$ cat config.mk
export PLATFORM = sky130hd
export DESIGN_NAME = chunked_body_deframer
export DESIGN_NICKNAME = d
export VERILOG_FILES = /design/src/hdl/cbd_pkg.sv /design/src/hdl/cbd_in_stage.sv /design/src/hdl/cbd_parser.sv /design/src/hdl/cbd_out_stage.sv /design/src/hdl/chunked_body_deframer.sv
export VERILOG_INCLUDE_DIRS = /design/src /design/src/hdl
export SDC_FILE = /design/constraint.sdc
export NUM_CORES = 1
export LEC_CHECK = 0
export ABC_AREA = 1
export ABC_CLOCK_PERIOD_IN_PS = 2670
export BUFFER_PORTS_ARGS = -buffer_cell sky130_fd_sc_hd__buf_4
export CAP_MARGIN = 20
export CELL_PAD_IN_SITES_DETAIL_PLACEMENT = 0
export CELL_PAD_IN_SITES_GLOBAL_PLACEMENT = 1
export CORE_MARGIN = 2
export CORE_UTILIZATION = 45
export CTS_BUF_LIST = sky130_fd_sc_hd__clkbuf_8
export CTS_CLUSTER_SIZE = 14
export DETAILED_ROUTE_END_ITERATION = 10
export PLACE_DENSITY = 0.8
export SLEW_MARGIN = 20
export SYNTH_ARGS = -nofsm -noshare
export SYNTH_HDL_FRONTEND = slang
export SYNTH_SLANG_ARGS = --single-unit
$ cat constraint.sdc
create_clock -name clk -period 2.67 [get_ports clk]
set_input_delay 0.1335 -clock clk [delete_from_list [all_inputs] [get_ports clk]]
set_output_delay 0.1335 -clock clk [all_outputs]
set_load 0.01 [all_outputs]
$ cat src/hdl/chunked_body_deframer_assert.svh
// Assertion macros for the chunked body deframer.
// Needs a clock named clk in the including scope; no other dependencies.
`ifndef CHUNKED_BODY_DEFRAMER_ASSERT_SVH
`define CHUNKED_BODY_DEFRAMER_ASSERT_SVH

// same-cycle implication
`define CBD_ASSERT_NOW(lbl, dis, ante, cons) \
  lbl: assert property (@(posedge clk) disable iff (dis) (ante) |-> (cons)) \
    else $error("cbd check failed");

// next-cycle implication
`define CBD_ASSERT_NEXT(lbl, dis, ante, cons) \
  lbl: assert property (@(posedge clk) disable iff (dis) (ante) |=> (cons)) \
    else $error("cbd check failed");

`endif

$ cat src/hdl/cbd_pkg.sv
// Shared types, constants and hex decode for the chunked body deframer.
// No dependencies.
package cbd_pkg;

  localparam int SIZE_BITS = 32;

  localparam logic [7:0] CHAR_CR     = 8'h0D;
  localparam logic [7:0] CHAR_LF     = 8'h0A;
  localparam logic [1:0] TRAILER_LEN = 2'd2;

  typedef enum logic [1:0] {
    PH_SIZE  = 2'd0,
    PH_DATA  = 2'd1,
    PH_TRAIL = 2'd2,
    PH_DONE  = 2'd3
  } phase_t;

  typedef enum logic [1:0] {
    KIND_BYTE = 2'd0,
    KIND_END  = 2'd1,
    KIND_OVF  = 2'd2
  } kind_t;

  typedef struct packed {
    logic       start;
    logic [7:0] data;
  } item_t;

  typedef struct packed {
    logic       valid;
    kind_t      kind;
    logic [7:0] data;
  } result_t;

  typedef struct packed {
    logic       is_hex;
    logic [3:0] value;
  } hex_t;

  function automatic hex_t hex_decode(input logic [7:0] c);
    hex_t h;
    h.is_hex = 1'b1;
    h.value  = 4'd0;
    if (c >= 8'h30 && c <= 8'h39) begin
      h.value = 4'(c - 8'h30);
    end else if (c >= 8'h61 && c <= 8'h66) begin
      h.value = 4'(c - 8'h57);
    end else if (c >= 8'h41 && c <= 8'h46) begin
      h.value = 4'(c - 8'h37);
    end else begin
      h.is_hex = 1'b0;
    end
    return h;
  endfunction

endpackage

$ cat src/hdl/cbd_in_stage.sv
// Input register of the chunked body deframer.
// Depends on cbd_pkg.
module cbd_in_stage (
  input  logic           clk,
  input  logic           rst,
  input  logic           in_valid,
  input  cbd_pkg::item_t in_item,
  input  logic           advance,
  output logic           in_stall,
  output logic           held_valid,
  output cbd_pkg::item_t held_item
);

  assign in_stall = held_valid && !advance;

  always_ff @(posedge clk) begin
    if (rst) begin
      held_valid <= 1'b0;
    end else if (!in_stall) begin
      held_valid <= in_valid;
    end
  end

  always_ff @(posedge clk) begin
    if (!in_stall) begin
      held_item <= in_item;
    end
  end

endmodule

$ cat src/hdl/cbd_parser.sv
// Chunk framing state machine: size line, chunk data, trailer skip, done.
// Depends on cbd_pkg.
module cbd_parser (
  input  logic             clk,
  input  logic             rst,
  input  logic             fire,
  input  cbd_pkg::item_t   item,
  output cbd_pkg::result_t res
);

  cbd_pkg::phase_t                phase, phase_next, phase_e;
  logic [cbd_pkg::SIZE_BITS-1:0] byte_count, byte_count_next, count_e, count_dec;
  logic                          hex_ended, hex_ended_next, hex_e;
  logic [1:0]                    trailer_left, trailer_left_next, trailer_e, trailer_dec;
  cbd_pkg::hex_t                 hx;
  logic                          is_cr, is_lf, count_zero, count_ovf;

  always_comb begin
    phase_e   = item.start ? cbd_pkg::PH_SIZE : phase;
    count_e   = item.start ? '0 : byte_count;
    hex_e     = item.start ? 1'b0 : hex_ended;
    trailer_e = item.start ? 2'd0 : trailer_left;
  end

  assign hx          = cbd_pkg::hex_decode(item.data);
  assign is_cr       = (item.data == cbd_pkg::CHAR_CR);
  assign is_lf       = (item.data == cbd_pkg::CHAR_LF);
  assign count_zero  = (count_e == '0);
  assign count_ovf   = (count_e[cbd_pkg::SIZE_BITS-1 -: 4] != 4'd0);
  assign count_dec   = count_e - cbd_pkg::SIZE_BITS'(1);
  assign trailer_dec = trailer_e - 2'd1;

  // next state
  always_comb begin
    phase_next        = phase_e;
    byte_count_next   = count_e;
    hex_ended_next    = hex_e;
    trailer_left_next = trailer_e;
    case (phase_e)
      cbd_pkg::PH_SIZE: begin
        if (is_cr) begin
        end else if (is_lf) begin
          if (count_zero) begin
            phase_next = cbd_pkg::PH_DONE;
          end else begin
            phase_next     = cbd_pkg::PH_DATA;
            hex_ended_next = 1'b0;
          end
        end else if (hex_e) begin
        end else if (!hx.is_hex) begin
          hex_ended_next = 1'b1;
        end else if (count_ovf) begin
          phase_next      = cbd_pkg::PH_DONE;
          byte_count_next = '0;
        end else begin
          byte_count_next = {count_e[cbd_pkg::SIZE_BITS-5:0], hx.value};
        end
      end
      cbd_pkg::PH_DATA: begin
        byte_count_next = count_dec;
        if (count_dec == '0) begin
          phase_next        = cbd_pkg::PH_TRAIL;
          trailer_left_next = cbd_pkg::TRAILER_LEN;
        end
      end
      cbd_pkg::PH_TRAIL: begin
        trailer_left_next = trailer_dec;
        if (trailer_dec == 2'd0) begin
          phase_next      = cbd_pkg::PH_SIZE;
          byte_count_next = '0;
          hex_ended_next  = 1'b0;
        end
      end
      default: begin
      end
    endcase
  end

  // result
  always_comb begin
    res.valid = 1'b0;
    res.kind  = cbd_pkg::KIND_BYTE;
    res.data  = 8'd0;
    case (phase_e)
      cbd_pkg::PH_SIZE: begin
        if (is_cr) begin
        end else if (is_lf) begin
          if (count_zero) begin
            res.valid = fire;
            res.kind  = cbd_pkg::KIND_END;
          end
        end else if (!hex_e && hx.is_hex && count_ovf) begin
          res.valid = fire;
          res.kind  = cbd_pkg::KIND_OVF;
        end
      end
      cbd_pkg::PH_DATA: begin
        res.valid = fire;
        res.data  = item.data;
      end
      default: begin
      end
    endcase
  end

  always_ff @(posedge clk) begin
    if (rst) begin
      phase        <= cbd_pkg::PH_SIZE;
      byte_count   <= '0;
      hex_ended    <= 1'b0;
      trailer_left <= 2'd0;
    end else if (fire) begin
      phase        <= phase_next;
      byte_count   <= byte_count_next;
      hex_ended    <= hex_ended_next;
      trailer_left <= trailer_left_next;
    end
  end

endmodule

$ cat src/hdl/cbd_out_stage.sv
// Result register of the chunked body deframer.
// Depends on cbd_pkg.
module cbd_out_stage (
  input  logic             clk,
  input  logic             rst,
  input  cbd_pkg::result_t res,
  input  logic             out_stall,
  output logic             out_free,
  output logic             out_valid,
  output logic [7:0]       out_data,
  output logic [1:0]       out_kind
);

  assign out_free = !out_valid || !out_stall;

  always_ff @(posedge clk) begin
    if (rst) begin
      out_valid <= 1'b0;
    end else if (out_free) begin
      out_valid <= res.valid;
    end
  end

  always_ff @(posedge clk) begin
    if (out_free) begin
      out_data <= res.data;
      out_kind <= 2'(res.kind);
    end
  end

endmodule

$ cat src/hdl/chunked_body_deframer.sv
// Top level of the chunked transfer body deframer.
// Depends on cbd_pkg, cbd_in_stage, cbd_parser, cbd_out_stage and the assert header.
//
//   channel  valid         stall         payload
//   input    byte_valid    byte_stall    start_of_body, data_byte
//   result   result_valid  result_stall  out_byte, result_kind
//
// One byte per cycle while result_stall is low; an accepted byte goes to the
// input register, and its result then loads into the result register.
// The chunk state loop (size count, phase) closes through the state registers in cbd_parser.
// rst is synchronous and clears both valid flags and the framing state.
// A stalled result holds a full input register, which stalls the input.
module chunked_body_deframer (
  input  logic       clk,
  input  logic       rst,
  input  logic       byte_valid,
  output logic       byte_stall,
  input  logic       start_of_body,
  input  logic [7:0] data_byte,
  output logic       result_valid,
  input  logic       result_stall,
  output logic [7:0] out_byte,
  output logic [1:0] result_kind
);

  cbd_pkg::item_t   in_item, held_item;
  cbd_pkg::result_t res;
  logic             held_valid, out_free, fire;

  assign in_item.start = start_of_body;
  assign in_item.data  = data_byte;
  assign fire          = held_valid && out_free;

  cbd_in_stage u_in (
    .clk        (clk),
    .rst        (rst),
    .in_valid   (byte_valid),
    .in_item    (in_item),
    .advance    (out_free),
    .in_stall   (byte_stall),
    .held_valid (held_valid),
    .held_item  (held_item)
  );

  cbd_parser u_parser (
    .clk  (clk),
    .rst  (rst),
    .fire (fire),
    .item (held_item),
    .res  (res)
  );

  cbd_out_stage u_out (
    .clk       (clk),
    .rst       (rst),
    .res       (res),
    .out_stall (result_stall),
    .out_free  (out_free),
    .out_valid (result_valid),
    .out_data  (out_byte),
    .out_kind  (result_kind)
  );

`include "chunked_body_deframer_assert.svh"

  `CBD_ASSERT_NOW(a_marker_zero, rst,
    result_valid && result_kind != 2'(cbd_pkg::KIND_BYTE), out_byte == 8'd0)
  `CBD_ASSERT_NOW(a_kind_legal, rst, result_valid, result_kind <= 2'(cbd_pkg::KIND_OVF))
  `CBD_ASSERT_NEXT(a_accept_held, rst, byte_valid && !byte_stall, held_valid)
  `CBD_ASSERT_NEXT(a_reset_empty, 1'b0, rst, !result_valid && !held_valid)

endmodule
Yosys cells after proc, flatten, opt, wreduce, memory -nomap -nowiden
Cells that the tools add are included.
{ "totals": {"regBits": 58, "input_bits": 13, "output_inout_bits": 12, "elab_cells": 84} }
{ "op_classes": {"addsub": 5, "magnitude_cmp": 6, "eq_ne": 4, "muxes": 40, "bitwise_logic": 1, "n_reduce_logical": 18} }
{ "op_table": {"columns": ["operator", "count"], "rows": [
  ["two-way mux 32 bit", 7],
  ["case mux 32 bit (3 select lines)", 1],
  ["zero test 32 bit", 2],
  ["subtractor 32 x 1 -> 32 bit (second input constant)", 1],
  ["two-way mux 2 bit", 11],
  ["== test 8 x 4 -> 1 bit (second input constant)", 2],
  ["greater-or-equal comparator 8 x 7 -> 1 bit (second input constant)", 2],
  ["less-or-equal comparator 8 x 7 -> 1 bit (second input constant)", 2],
  ["two-way mux 3 bit", 4],
  ["two-way mux 4 bit", 3],
  ["two-way mux 1 bit", 10],
  ["greater-or-equal comparator 8 x 6 -> 1 bit (second input constant)", 1],
  ["less-or-equal comparator 8 x 6 -> 1 bit (second input constant)", 1],
  ["subtractor 4 x 3 -> 4 bit (second input constant)", 2],
  ["logical AND 1 bit", 7],
  ["case mux 2 bit (3 select lines)", 1],
  ["zero test 1 bit", 4],
  ["zero test 2 bit", 2],
  ["case mux 1 bit (2 select lines)", 2],
  ["case mux 2 bit (2 select lines)", 1],
  ["nonzero test 4 bit", 1],
  ["subtractor 4 x 1 -> 4 bit (second input constant)", 1],
  ["== test 2 x 1 -> 1 bit (second input constant)", 1],
  ["== test 2 bit (second input constant)", 1],
  ["other kinds (4)", 4]
]} }

Depth between registers and ports, before layout
Gate-level depths: netlist of run 1.
{ "logic_depth": {"word_depth": 11, "ltp_mapped": 20, "depth_no_buf": 18} }

Cells and area by module
A second synthesis of run 1 with hierarchy kept.
{ "unflattened": {"cells_unflattened": 782, "hier_area_um2": 4892.2} }
{ "by_module_without_submodules": {"columns": ["mod", "instances", "cells_each", "area_per_inst_um2"], "rows": [
  ["cbd_parser", 1, 751, 4229.1],
  ["cbd_out_stage", 1, 14, 339.1],
  ["cbd_in_stage", 1, 15, 316.6],
  ["chunked_body_deframer", 1, 2, 7.5]
]} }

Least setup slack after synthesis of run 1
No wires, ideal clock.
{ "synth_path": {"kind": "register to register", "from": "reg, netlist name u_in.held_item[8]", "to": "reg u_parser.byte_count[27] (netlist bit)", "setup_ns": 0.132, "t_arrival_ns": 2.191, "path_slack_ns": 0.347, "stages_incl_launch_ff": 12, "cell_sequence": "edfxtp_1 inv_2 buf_2 buf_2 nand2_1 inv_1 ha_1 clkbuf_1 clkbuf_1 a21oi_1 o31ai_1 a21oi_1"} }
{ "synth_between": {"elab_chain_len": 8, "elab_cells_between_ends": 18, "classes_between": "add/sub: 2; eq/ne: 2; mux: 11; reduce/logical: 3"} }
{ "synth_lines": {"columns": ["element", "line", "rtl"], "rows": [
  ["parallel branches: the longest is 7 deep, another holds subtractor 32 x 1 -> 32 bit", null, null],
  ["case mux 32 bit (3 select lines) *", "cbd_parser.sv:39", "case (phase_e)"],
  ["to (signal assigned)", "cbd_parser.sv:114", "byte_count <= byte_count_next;"],
  ["to (decl)", "cbd_parser.sv:12", "logic [cbd_pkg::SIZE_BITS-1:0] byte_count, byte_count_next, count_e, count_dec;"]
]} }
Every way passes the cells marked *.
A chain may end at the register's enable or synchronous reset.

Final worst setup path of run 1
{ "layout_path": {"from": "reg, netlist name u_in.held_item[8]", "to": "reg u_parser.phase[0]"} }
{ "layout_between": {"elab_chain_len": 8, "elab_cells_between_ends": 20, "classes_between": "add/sub: 2; eq/ne: 2; mux: 12; reduce/logical: 4"} }
{ "layout_lines": {"columns": ["element", "line", "rtl"], "rows": [
  ["parallel branches: the longest is 7 deep, another holds subtractor 32 x 1 -> 32 bit", null, null],
  ["case mux 2 bit (3 select lines) *", "cbd_parser.sv:39", null],
  ["to (signal assigned)", "cbd_parser.sv:108", "phase <= cbd_pkg::PH_SIZE;"],
  ["to (signal assigned)", "cbd_parser.sv:113", "phase <= phase_next;"],
  ["to (decl)", "cbd_parser.sv:11", "cbd_pkg::phase_t phase, phase_next, phase_e;"]
]} }
Marked as above.

==> run_results.csv, run 1 <==
group,metric,value,unit
worst_setup_path,path_cells,"inv_4 > clkbuf_16 > o21ai_1 > nand3_1 > nor2_4 > nand2_1 > nand2_1 > nand2_1 > nor2_1 > nand3_2 > nor2_2 > nand2_1 > nand2_1 > nand2_1 > nand2_1 > a21oi_1",
floorplanning,ioPinCount,25,
clocking,cts_tree,"built",
final_layout,final_nets,855,
final_layout,drive_gt1_frac,0.167,
global_route,grt_remaining_overflow,0,
global_route,grt_usage,0.306,
floorplanning,core,0.0104,mm²
final_layout,nFillCells,1078,
logic_synthesis,ys_seq_elements,58,
logic_synthesis,synth_fp_nets,810,
clocking,clk_latency,360,ps
logic_synthesis,synth_ff_type,"dfxtp_1",
logic_synthesis,synth.yosys.warnings,0,
place,port_buffers,24,
global_route,grt_pass1_vias,5274,
sta,max_clock_freq,387,MHz
sta,fin_crit_sh,0.967,
final_layout,diodes,0,
power_and_ir_drop,vdd_ir_drop_max,276,µV
outcome,status,"finished clean",
worst_setup_path,crit_arrival,2810,ps
worst_setup_path,crit_path_top_delay_cell,"edfxtp_1",
clocking,cts_buffers,9,
power_and_ir_drop,powerDensity,349,mW/mm²
job,drv_cap,0,
floorplanning,start_util,0.467,
worst_setup_path,cp.required,2900,ps
floorplanning,die_h,108,µm
worst_setup_path,startpoint_type,"flop",
clocking,htreeDepth,3,
routing,wirelength,17600,µm
worst_setup_path,critPathBufInv,2,
global_route,grt_max_degree,47,
worst_setup_path,rrSetupSlack,90,ps
floorplanning,die-area,0.0116,mm²
worst_setup_path,worstSetupPathType,"flop to flop",
final_layout,area_growth,19.0,%
final_layout,final_cell_area,0.00579,mm²
logic_synthesis,synth.distinct_cells,39,
place,dpl_cell_area,0.00526,mm²
place,post-dp-hpwl,12500,µm
routing,dr.pass1.iters,5,
logic_synthesis,synth_edf_count,19,
global_route,antenna_found_initial,0,
sta,tns,0,ps
routing,ant_nets,0,
sta,layout_min_cycle_time,2580,ps
floorplanning,die_x,108,µm
sta,slew_viol_final,0,
sta,grt_setup_unrepaired,"true",
clocking,clock-sinks,58,
min_path,hold_path.class,"primary input to flop",
clocking,cts_buffer_depth,2,
clocking,clockRootBuffer,"clkbuf_8",
clocking,cts.clk_slew.worst_paths,80,ps
global_route,grt_pass1_wl,27300,µm
power_and_ir_drop,leakagePower,3.06,nW
worst_setup_path,path_common_cell,"nand2_1",
routing,drc,0,
worst_setup_path,worst_setup_path_end_kind,"flop",
routing,viasPerCell,5.75,
logic_synthesis,syn_area_per_cell,6.18,µm²
worst_setup_path,path_delay_family,"simple AND/OR/NAND/NOR gates",
routing,wl_per_cell,18.1,µm
place,gp_congestion,0.951,
worst_setup_path,crit_path_max_incr_delay,400,ps
sta,layout_setup_ws,87.5,ps
logic_synthesis,synth_sequential_area_ratio,0.278,
sta,setup_viol,0,
sta,hold_violations,0,
logic_synthesis,synthCells,786,
routing,num_vias,5585,
sta,max_slew.worst_pin.slew,503,ps
routing,drt_iter0_drc,483,
floorplanning,rows,37,
sta,maxSlewHeadroom,0.665,
place,pre_cts_slack,37.6,ps
sta,skew,8.14,ps
logic_synthesis,syn_area,0.00486,mm²
worst_setup_path,path_max_fanout,17,
logic_synthesis,async_flop_share,0,
==> logic make-up after synthesis <==
kind of cell	share of synthesized area
simple gates	0.351
compound gates	0.236
buf+inv	0.0963
flops	0.278
fa+ha+maj	0.0283
xor+xnor	0.0108
==> worst paths after layout <==
kind	startpoint	end	cells past startpoint
setup / recovery	u_in.held_item[8]	u_parser.phase[0]	16
hold / removal	rst	u_parser.byte_count[15]	2
setup reg to reg	u_in.held_item[8]	u_parser.phase[0]	16
hold reg to reg	u_parser.phase[1]	u_parser.phase[1]	2
==> repair_timing <==
action                     in CTS  in global routing
setup endpoints to repair       0                 36
resized for setup               0                 45
setup buffers                   0                  6
hold endpoints to repair       10                  0
hold buffers                   10                  0
==> layer usage <==
metal  vias up  share of wire  track usage
li1       2725              -            -
met2       242           0.44        0.477
met3        61          0.080       0.0633
met5         -              0            0
met4         0          0.046        0.179
met1      2557           0.43        0.392
==> report_power, final <==
group          switching [mW]  leakage [nW]  total, mW  internal, mW
combinational           0.194          2.44      0.307         0.112
sequential             0.0143         0.534      0.936         0.922
clock                   0.433        0.0839      0.775         0.342
==> Yosys cell counts, types with 2 or more instances <==
master	n	share of area
o21ai_2	4	0.0072
o22ai_1	6	0.0077
buf_2	7	0.0072
clkbuf_1	22	0.017
ha_1	11	0.028
nor2_2	15	0.019
o21ai_1	4	0.0041
nand4_1	6	0.0077
nand3b_1	3	0.0046
a21oi_1	64	0.066
buf_6	3	0.0069
dfxtp_1	39	0.16
nand2_1	255	0.20
nand3_1	39	0.040
o21ai_0	73	0.075
nand2_2	5	0.0064
a31oi_1	3	0.0039
o211ai_1	24	0.037
xor2_1	6	0.011
nand2_4	6	0.014
a21oi_2	2	0.0036
o2111ai_1	11	0.020
nor3_1	2	0.0021
o221ai_1	3	0.0054
nor2_4	2	0.0046
nor2_1	64	0.049
inv_1	77	0.059
edfxtp_1	19	0.12
==> cells in the final DEF, fill, tap and decap left out, types with 2 or more instances in the layout <==
cell,count
nand3b_1,3
o21ai_1,5
buf_12,2
o22ai_1,6
clkinv_4,2
o21ai_2,5
nor3_2,2
o21ai_0,71
a31oi_1,3
ha_1,10
nor2_1,55
o211ai_1,24
clkbuf_16,2
nand3_1,37
nand2_4,7
clkbuf_8,9
nand3_2,2
nor2_4,9
nand2_2,16
inv_2,2
clkinvlp_4,3
buf_4,52
xor2_1,5
o221ai_1,3
a21oi_1,64
edfxtp_1,19
o2111ai_1,11
dfxtp_1,39
inv_1,74
nand2_1,243
inv_6,2
dlygate4sd3_1,10
nor2_2,17
clkinv_1,2
nand4_1,6
==> through the flow <==
step,power [mW],utilization,std cells,hold WS (ps)
2_1_floorplan,1.13,-,786,232
6_report,2.02,0.556,972,201
3_5_place_dp,1.22,0.505,938,313
5_1_grt,2.11,0.556,972,214
4_1_cts,2.00,0.532,964,190
3_3_place_gp,1.22,0.505,938,312
==> state kept, by name (all words and copies together) (netlist names) <==
register	flops
u_parser.byte_count	32
u_in.held_item	9
u_out.out_data	8
u_out.out_kind	2
u_parser.phase	2
u_parser.trailer_left	2
u_in.held_valid	1
u_out.out_valid	1
u_parser.hex_ended	1
==> area by class of cell <==
| class | count | area (µm²) | area share |
|---|---|---|---|
| Multi-Input combinational cell | 615 | 3180 | 0.549 |
| Timing Repair Buffer | 68 | 607 | 0.105 |
| Tap cell | 136 | 170 | 0.0294 |
| Clock inverter | 7 | 53.8 | 0.00930 |
| Sequential cell | 58 | 1350 | 0.234 |
| Clock buffer | 9 | 124 | 0.0214 |
| Inverter | 79 | 303 | 0.0523 |
No activity file was read; power rests on OpenSTA's default activity.
==> inputs of run 2 (changes only) <==
--- a/config.mk
+++ b/config.mk
@@ -6,14 +6,13 @@
 export SDC_FILE = /design/constraint.sdc
 export NUM_CORES = 1
 export LEC_CHECK = 0
-export ABC_AREA = 1
 export ABC_CLOCK_PERIOD_IN_PS = 2670
 export BUFFER_PORTS_ARGS = -buffer_cell sky130_fd_sc_hd__buf_4
 export CAP_MARGIN = 20
 export CELL_PAD_IN_SITES_DETAIL_PLACEMENT = 0
 export CELL_PAD_IN_SITES_GLOBAL_PLACEMENT = 1
 export CORE_MARGIN = 2
-export CORE_UTILIZATION = 45
+export CORE_UTILIZATION = 48
 export CTS_BUF_LIST = sky130_fd_sc_hd__clkbuf_8
 export CTS_CLUSTER_SIZE = 14
 export DETAILED_ROUTE_END_ITERATION = 10
==> run_results.csv, run 2 <==
group,metric,value,unit
clocking,htreeDepth,3,
worst_setup_path,path_delay_family,"simple AND/OR/NAND/NOR gates",
worst_setup_path,worstSetupPathType,"flop to flop",
worst_setup_path,worst_setup_path_end_kind,"flop",
routing,wl_per_cell,21.4,µm
worst_setup_path,path_common_cell,"buf_4",
place,port_buffers,24,
clocking,cts_buffer_depth,2,
global_route,grt_usage,0.349,
sta,grt_setup_unrepaired,"true",
power_and_ir_drop,leakagePower,2.73,nW
final_layout,multi_input_area,0.00318,mm²
worst_setup_path,crit_arrival,3020,ps
worst_setup_path,rrSetupSlack,-50,ps
logic_synthesis,synth.yosys.warnings,0,
place,gp_congestion,0.952,
sta,max_clock_freq,367,MHz
final_layout,drive_gt1_frac,0.331,
worst_setup_path,startpoint_type,"flop",
min_path,hold_path.class,"primary input to flop",
floorplanning,die_h,101,µm
final_layout,final_common_cell,"buf_4",
sta,layout_setup_ws,-52.8,ps
routing,dr.pass1.iters,6,
final_layout,final_nets,728,
final_layout,nFillCells,769,
sta,skew,5.49,ps
worst_setup_path,crit_path_max_incr_delay,540,ps
worst_setup_path,crit_path_top_delay_cell,"or4_4",
logic_synthesis,syn_area,0.00455,mm²
floorplanning,die-area,0.0103,mm²
floorplanning,start_util,0.495,
outcome,status,"complete, but fails checks",
global_route,antenna_found_initial,0,
worst_setup_path,path_cells,"buf_4 > buf_6 > nor2b_2 > o21bai_1 > mux2_4 > or4_4 > nor4_4 > buf_4 > a31o_1",
clocking,clockRootBuffer,"clkbuf_8",
clocking,cts.clk_slew.worst_paths,70,ps
logic_synthesis,synth_sequential_area_ratio,0.297,
final_layout,final_cell_mix,"buf_4 (149), nand2_1 (50), nor2_1 (49)",
global_route,grt_max_degree,31,
worst_setup_path,critPathBufInv,3,
logic_synthesis,async_flop_share,0,
min_path,hp-start,"rst",
place,dpl_cell_area,0.00558,mm²
logic_synthesis,ys_seq_elements,58,
logic_synthesis,synth_fp_nets,600,
outcome,violations,"setup timing",
sta,layout_min_cycle_time,2720,ps
final_layout,final_cell_area,0.00628,mm²
final_layout,fin_cells,820,
place,placed_cells,779,
clocking,cts_buffers,9,
routing,wirelength,17500,µm
sta,maxSlewHeadroom,0.627,
global_route,grt_pass1_wl,27300,µm
logic_synthesis,synthCells,576,
routing,drc,0,
clocking,clock-sinks,58,
floorplanning,ioPinCount,25,
final_layout,diodes,0,
job,drv_cap,0,
worst_setup_path,cp.required,2970,ps
global_route,grt_pass1_vias,4982,
floorplanning,core,0.00920,mm²
final_layout,largest_reg_flops,32,
min_path,holdPathEnd,"u_parser.byte_count[18]",
logic_synthesis,synth.distinct_cells,77,
worst_setup_path,r2r_cells,9,
clocking,clk_latency,360,ps
sta,hold_violations,0,
routing,ant_nets,0,
routing,drt_iter0_drc,505,
routing,num_vias,5330,
sta,setup_viol,4,
sta,worst_hold_slack,195,ps
worst_setup_path,path_max_fanout,30,
final_layout,reg_top3,"u_parser.byte_count: 32 flops, u_in.held_item: 9 flops, u_out.out_data: 8 flops",
logic_synthesis,syn_area_per_cell,7.90,µm²
worst_setup_path,rr_startpoint,"u_in.held_item[8]",
logic_synthesis,synth_ff_type,"dfxtp_1",
clocking,cts_tree,"built",
final_layout,regMostFlops,"u_parser.byte_count",
logic_synthesis,synth_top_cells_by_count,"nand2_1 (54), nor2_1 (49), a21oi_1 (45)",
sta,max_slew.worst_pin.slew,554,ps
global_route,grt_remaining_overflow,0,
min_path,hold_depth,2,
worst_setup_path,worstReg2RegEnd,"u_parser.trailer_left[1]",
logic_synthesis,yosysMostFrequentCell,"nand2_1",
logic_synthesis,synth_edf_count,19,
logic_synthesis,yosys-top-cells-area,"dfxtp_1 (17%), edfxtp_1 (13%), a21oi_1 (5.0%), nand2_1 (4.5%), nor2_1 (4.0%)",
sta,slew_viol_final,0,
power_and_ir_drop,vdd_ir_drop_max,389,µV
logic_synthesis,yosysTopAreaCell,"dfxtp_1",
final_layout,fin_util,0.683,
routing,viasPerCell,6.50,
place,pre_cts_slack,-257,ps
floorplanning,die_x,101,µm
floorplanning,rows,35,
final_layout,area_growth,38.0,%
power_and_ir_drop,powerDensity,363,mW/mm²
place,post-dp-hpwl,12300,µm
sta,fin_crit_sh,1.02,
final_layout,seqCellArea,0.00136,mm²
logic_synthesis,synth_top_area_share,0.172,
## run 2: cell type report
type,count,share of cell area
multi-input cells,453,0.507
flip-flops and latches,58,0.216
repair buffers,166,0.211
well taps,111,0.0221
clock buffers,9,0.0197
clock inverters,7,0.0138
inverters,16,0.0110
## run 2: logic make-up after synthesis
group	synth area share
mux	0.0160
compound gates	0.302
xor+xnor	0.0212
flops	0.297
fa+ha+maj	0.0303
simple gates	0.272
buf+inv	0.0616
## run 2: where the power goes
part	internal (mW)	switching [mW]	total (mW)
Combinational	0.198	0.235	0.434
Sequential	0.922	0.0149	0.937
Clock	0.515	0.391	0.906
Total	1.64	0.641	2.28
## run 2: per-layer routing
| metal | wire length (µm) | vias to the layer above | global-route usage | share of wire |
|---|---|---|---|---|
| li1 | - | 2443 | - | - |
| met1 | 7380 | 2571 | 0.471 | 0.42 |
| met2 | 8040 | 268 | 0.551 | 0.46 |
| met3 | 1470 | 48 | 0.0711 | 0.084 |
| met4 | 631 | 0 | 0.134 | 0.036 |
| met5 | 0 | - | 0 | 0 |
## run 2: how the worst max path moves through the flow
stage / cells past startpoint / start / endpoint / slack (ps)
finish: 9 / u_in.held_item[8] / u_parser.trailer_left[1] / -50
global route: 10 / u_parser.byte_count[5] / u_parser.trailer_left[1] / -140
CTS: 9 / u_parser.byte_count[6] / u_parser.trailer_left[1] / -30
detailed placement: 12 / u_in.held_item[8] / u_parser.trailer_left[1] / -260
global placement: 12 / u_in.held_item[8] / u_parser.trailer_left[1] / -190
floorplan: 14 / u_in.held_item[8] / u_parser.trailer_left[1] / -280
## run 2: timing repair
action / CTS / global route
buffers inserted: 6 / 9
hold endpoints to repair: 10 / 0
hold buffers: 10 / 0
setup endpoints to repair: 10 / 35
pin swaps: 10 / 19
resized for setup: 14 / 48
## run 2: metrics by stage
| step | power [mW] | TNS, ps |
|---|---|---|
| 3_3_place_gp | 1.31 | -748 |
| 4_1_cts | 2.24 | -36.3 |
| 6_report | 2.28 | -113 |
| 5_1_grt | 2.36 | -608 |
| 3_5_place_dp | 1.31 | -970 |
| 2_1_floorplan | 1.17 | -1120 |
## run 2: worst register-to-register path: stages (launching register included)
cell,delay (ps)
edfxtp_1,420
buf_4,140
buf_6,250
nor2b_2,330
o21bai_1,140
mux2_4,280
or4_4,540
nor4_4,210
buf_4,190
a31o_1,160
==> inputs of run 3 (changes only) <==
--- a/config.mk
+++ b/config.mk
@@ -12,11 +12,10 @@
 export CELL_PAD_IN_SITES_DETAIL_PLACEMENT = 0
 export CELL_PAD_IN_SITES_GLOBAL_PLACEMENT = 1
 export CORE_MARGIN = 2
-export CORE_UTILIZATION = 48
-export CTS_BUF_LIST = sky130_fd_sc_hd__clkbuf_8
+export CORE_UTILIZATION = 47
 export CTS_CLUSTER_SIZE = 14
 export DETAILED_ROUTE_END_ITERATION = 10
-export PLACE_DENSITY = 0.8
+export PLACE_DENSITY = 0.78
 export SLEW_MARGIN = 20
 export SYNTH_ARGS = -nofsm -noshare
 export SYNTH_HDL_FRONTEND = slang
==> run_results.csv, run 3 (synthesis gave the netlist of run 2 again) <==
group,metric,value,unit
routing,drt_iter0_drc,526,
global_route,grt_pass1_vias,5052,
worst_setup_path,worst_setup_path_end_kind,"flop",
clocking,clock-sinks,58,
routing,wirelength,18000,µm
floorplanning,rows,35,
routing,wl_per_cell,21.2,µm
worst_setup_path,crit_arrival,3080,ps
sta,slew_viol_final,0,
floorplanning,die_h,102,µm
routing,drc,0,
power_and_ir_drop,vdd_ir_drop_max,254,µV
routing,viasPerCell,6.35,
clocking,clockRootBuffer,"clkbuf_8",
routing,dr.pass1.iters,6,
sta,fin_crit_sh,1.05,
final_layout,final_common_cell,"buf_4",
sta,worst_hold_slack,193,ps
final_layout,final_cell_mix,"buf_4 (156), nand2_1 (51), nor2_1 (48)",
power_and_ir_drop,p_total,2.32,mW
worst_setup_path,startpoint_type,"flop",
sta,hold_violations,0,
place,placed_cells,806,
power_and_ir_drop,leakagePower,2.77,nW
clocking,cts_buffers,9,
global_route,grt_usage,0.351,
outcome,status,"complete, but fails checks",
global_route,antenna_found_initial,0,
outcome,violations,"setup timing",
sta,grt_setup_unrepaired,"true",
sta,tns,-391,ps
sta,layout_setup_ws,-123,ps
global_route,grt_pass1_wl,27700,µm
worst_setup_path,worstSetupPathType,"flop to flop",
job,drv_cap,0,
final_layout,diodes,0,
final_layout,regMostFlops,"u_parser.byte_count",
place,gp_congestion,0.978,
clocking,cts_buffer_depth,2,
clocking,clk_latency,340,ps
sta,maxSlewHeadroom,0.593,
sta,layout_min_cycle_time,2790,ps
worst_setup_path,cp.required,2960,ps
floorplanning,die-area,0.0105,mm²
sta,max_slew.worst_pin.slew,610,ps
final_layout,drive_gt1_frac,0.334,
final_layout,final_nets,738,
min_path,hold_path.class,"primary input to flop",
power_and_ir_drop,powerDensity,366,mW/mm²
clocking,htreeDepth,3,
routing,ant_nets,0,
global_route,grt_max_degree,31,
clocking,cts_tree,"built",
place,post-dp-hpwl,12800,µm
sta,max_clock_freq,358,MHz
routing,num_vias,5385,
floorplanning,core,0.00933,mm²
global_route,grt_remaining_overflow,0,
final_layout,largest_reg_flops,32,
final_layout,area_growth,39.0,%
final_layout,reg_top3,"u_parser.byte_count: 32 flops, u_in.held_item: 9 flops, u_out.out_data: 8 flops",
worst_setup_path,path_max_fanout,4,
clocking,cts.clk_slew.worst_paths,80,ps
floorplanning,die_x,102,µm
sta,skew,9.53,ps
sta,setup_viol,4,
place,port_buffers,24,
final_layout,fin_cells,848,
floorplanning,ioPinCount,25,
floorplanning,start_util,0.488,
==> run 3: final timing paths <==
| kind | startpoint | to | slack, ps | cells after the start |
|---|---|---|---|---|
| hold reg to reg | u_parser.phase[0] | u_parser.phase[0] | 500 | 2 |
| setup reg to reg | u_parser.byte_count[16] | u_parser.trailer_left[1] | -120 | 9 |
| hold / removal | rst | u_parser.byte_count[1] | 190 | 2 |
| setup / recovery | u_parser.byte_count[16] | u_parser.trailer_left[1] | -120 | 9 |
==> run 3: report_power, final <==
group	leakage, nW	switching [mW]	internal, mW
clock network	0.106	0.411	0.533
logic	2.12	0.239	0.202
registers	0.537	0.0123	0.918
total	2.77	0.662	1.65
==> run 3: metrics by stage <==
step	instance area [µm²]	setup slack, ps	util
after CTS	6110	-77.5	0.655
after global placement	5670	-118	0.608
final	6320	-123	0.678
after detailed placement	5670	-178	0.608
after floorplan	4630	-281	-
after global routing	6320	-232	0.678
==> run 3: cell type report <==
class	instances	area (µm²)
Inverter	16	68.8
Fill cell	802	3010
Tap cell	129	161
Multi-Input combinational cell	453	3090
Clock inverter	7	101
Clock buffer	9	124
Sequential cell	58	1360
Timing Repair Buffer	176	1410
==> run 3: worst max-delay path: stages (launching register included) <==
cell      delay [ps]
dfxtp_1          320
nor4_1           440
buf_4            190
nand3_1          140
nor3_1           310
a311oi_2         180
or4_4            550
nor4_4           250
buf_4            190
a31o_1           170
==> run 3: what timing repair did <==
| item | 4_1_cts | 5_1_grt |
|---|---|---|
| setup buffers | 8 | 8 |
| pin swaps | 10 | 24 |
| hold endpoints to repair | 10 | 0 |
| hold buffers | 10 | 0 |
| setup endpoints to repair | 12 | 28 |
| resized for setup | 16 | 41 |
==> run 3: metal layers <==
metal  track usage  up-vias  wire length [µm]
met5             0        -                 0
met4         0.132        0               506
met3        0.0636       48              1770
met2         0.564      319              8330
met1         0.470     2557              7350
li1              -     2461                 -
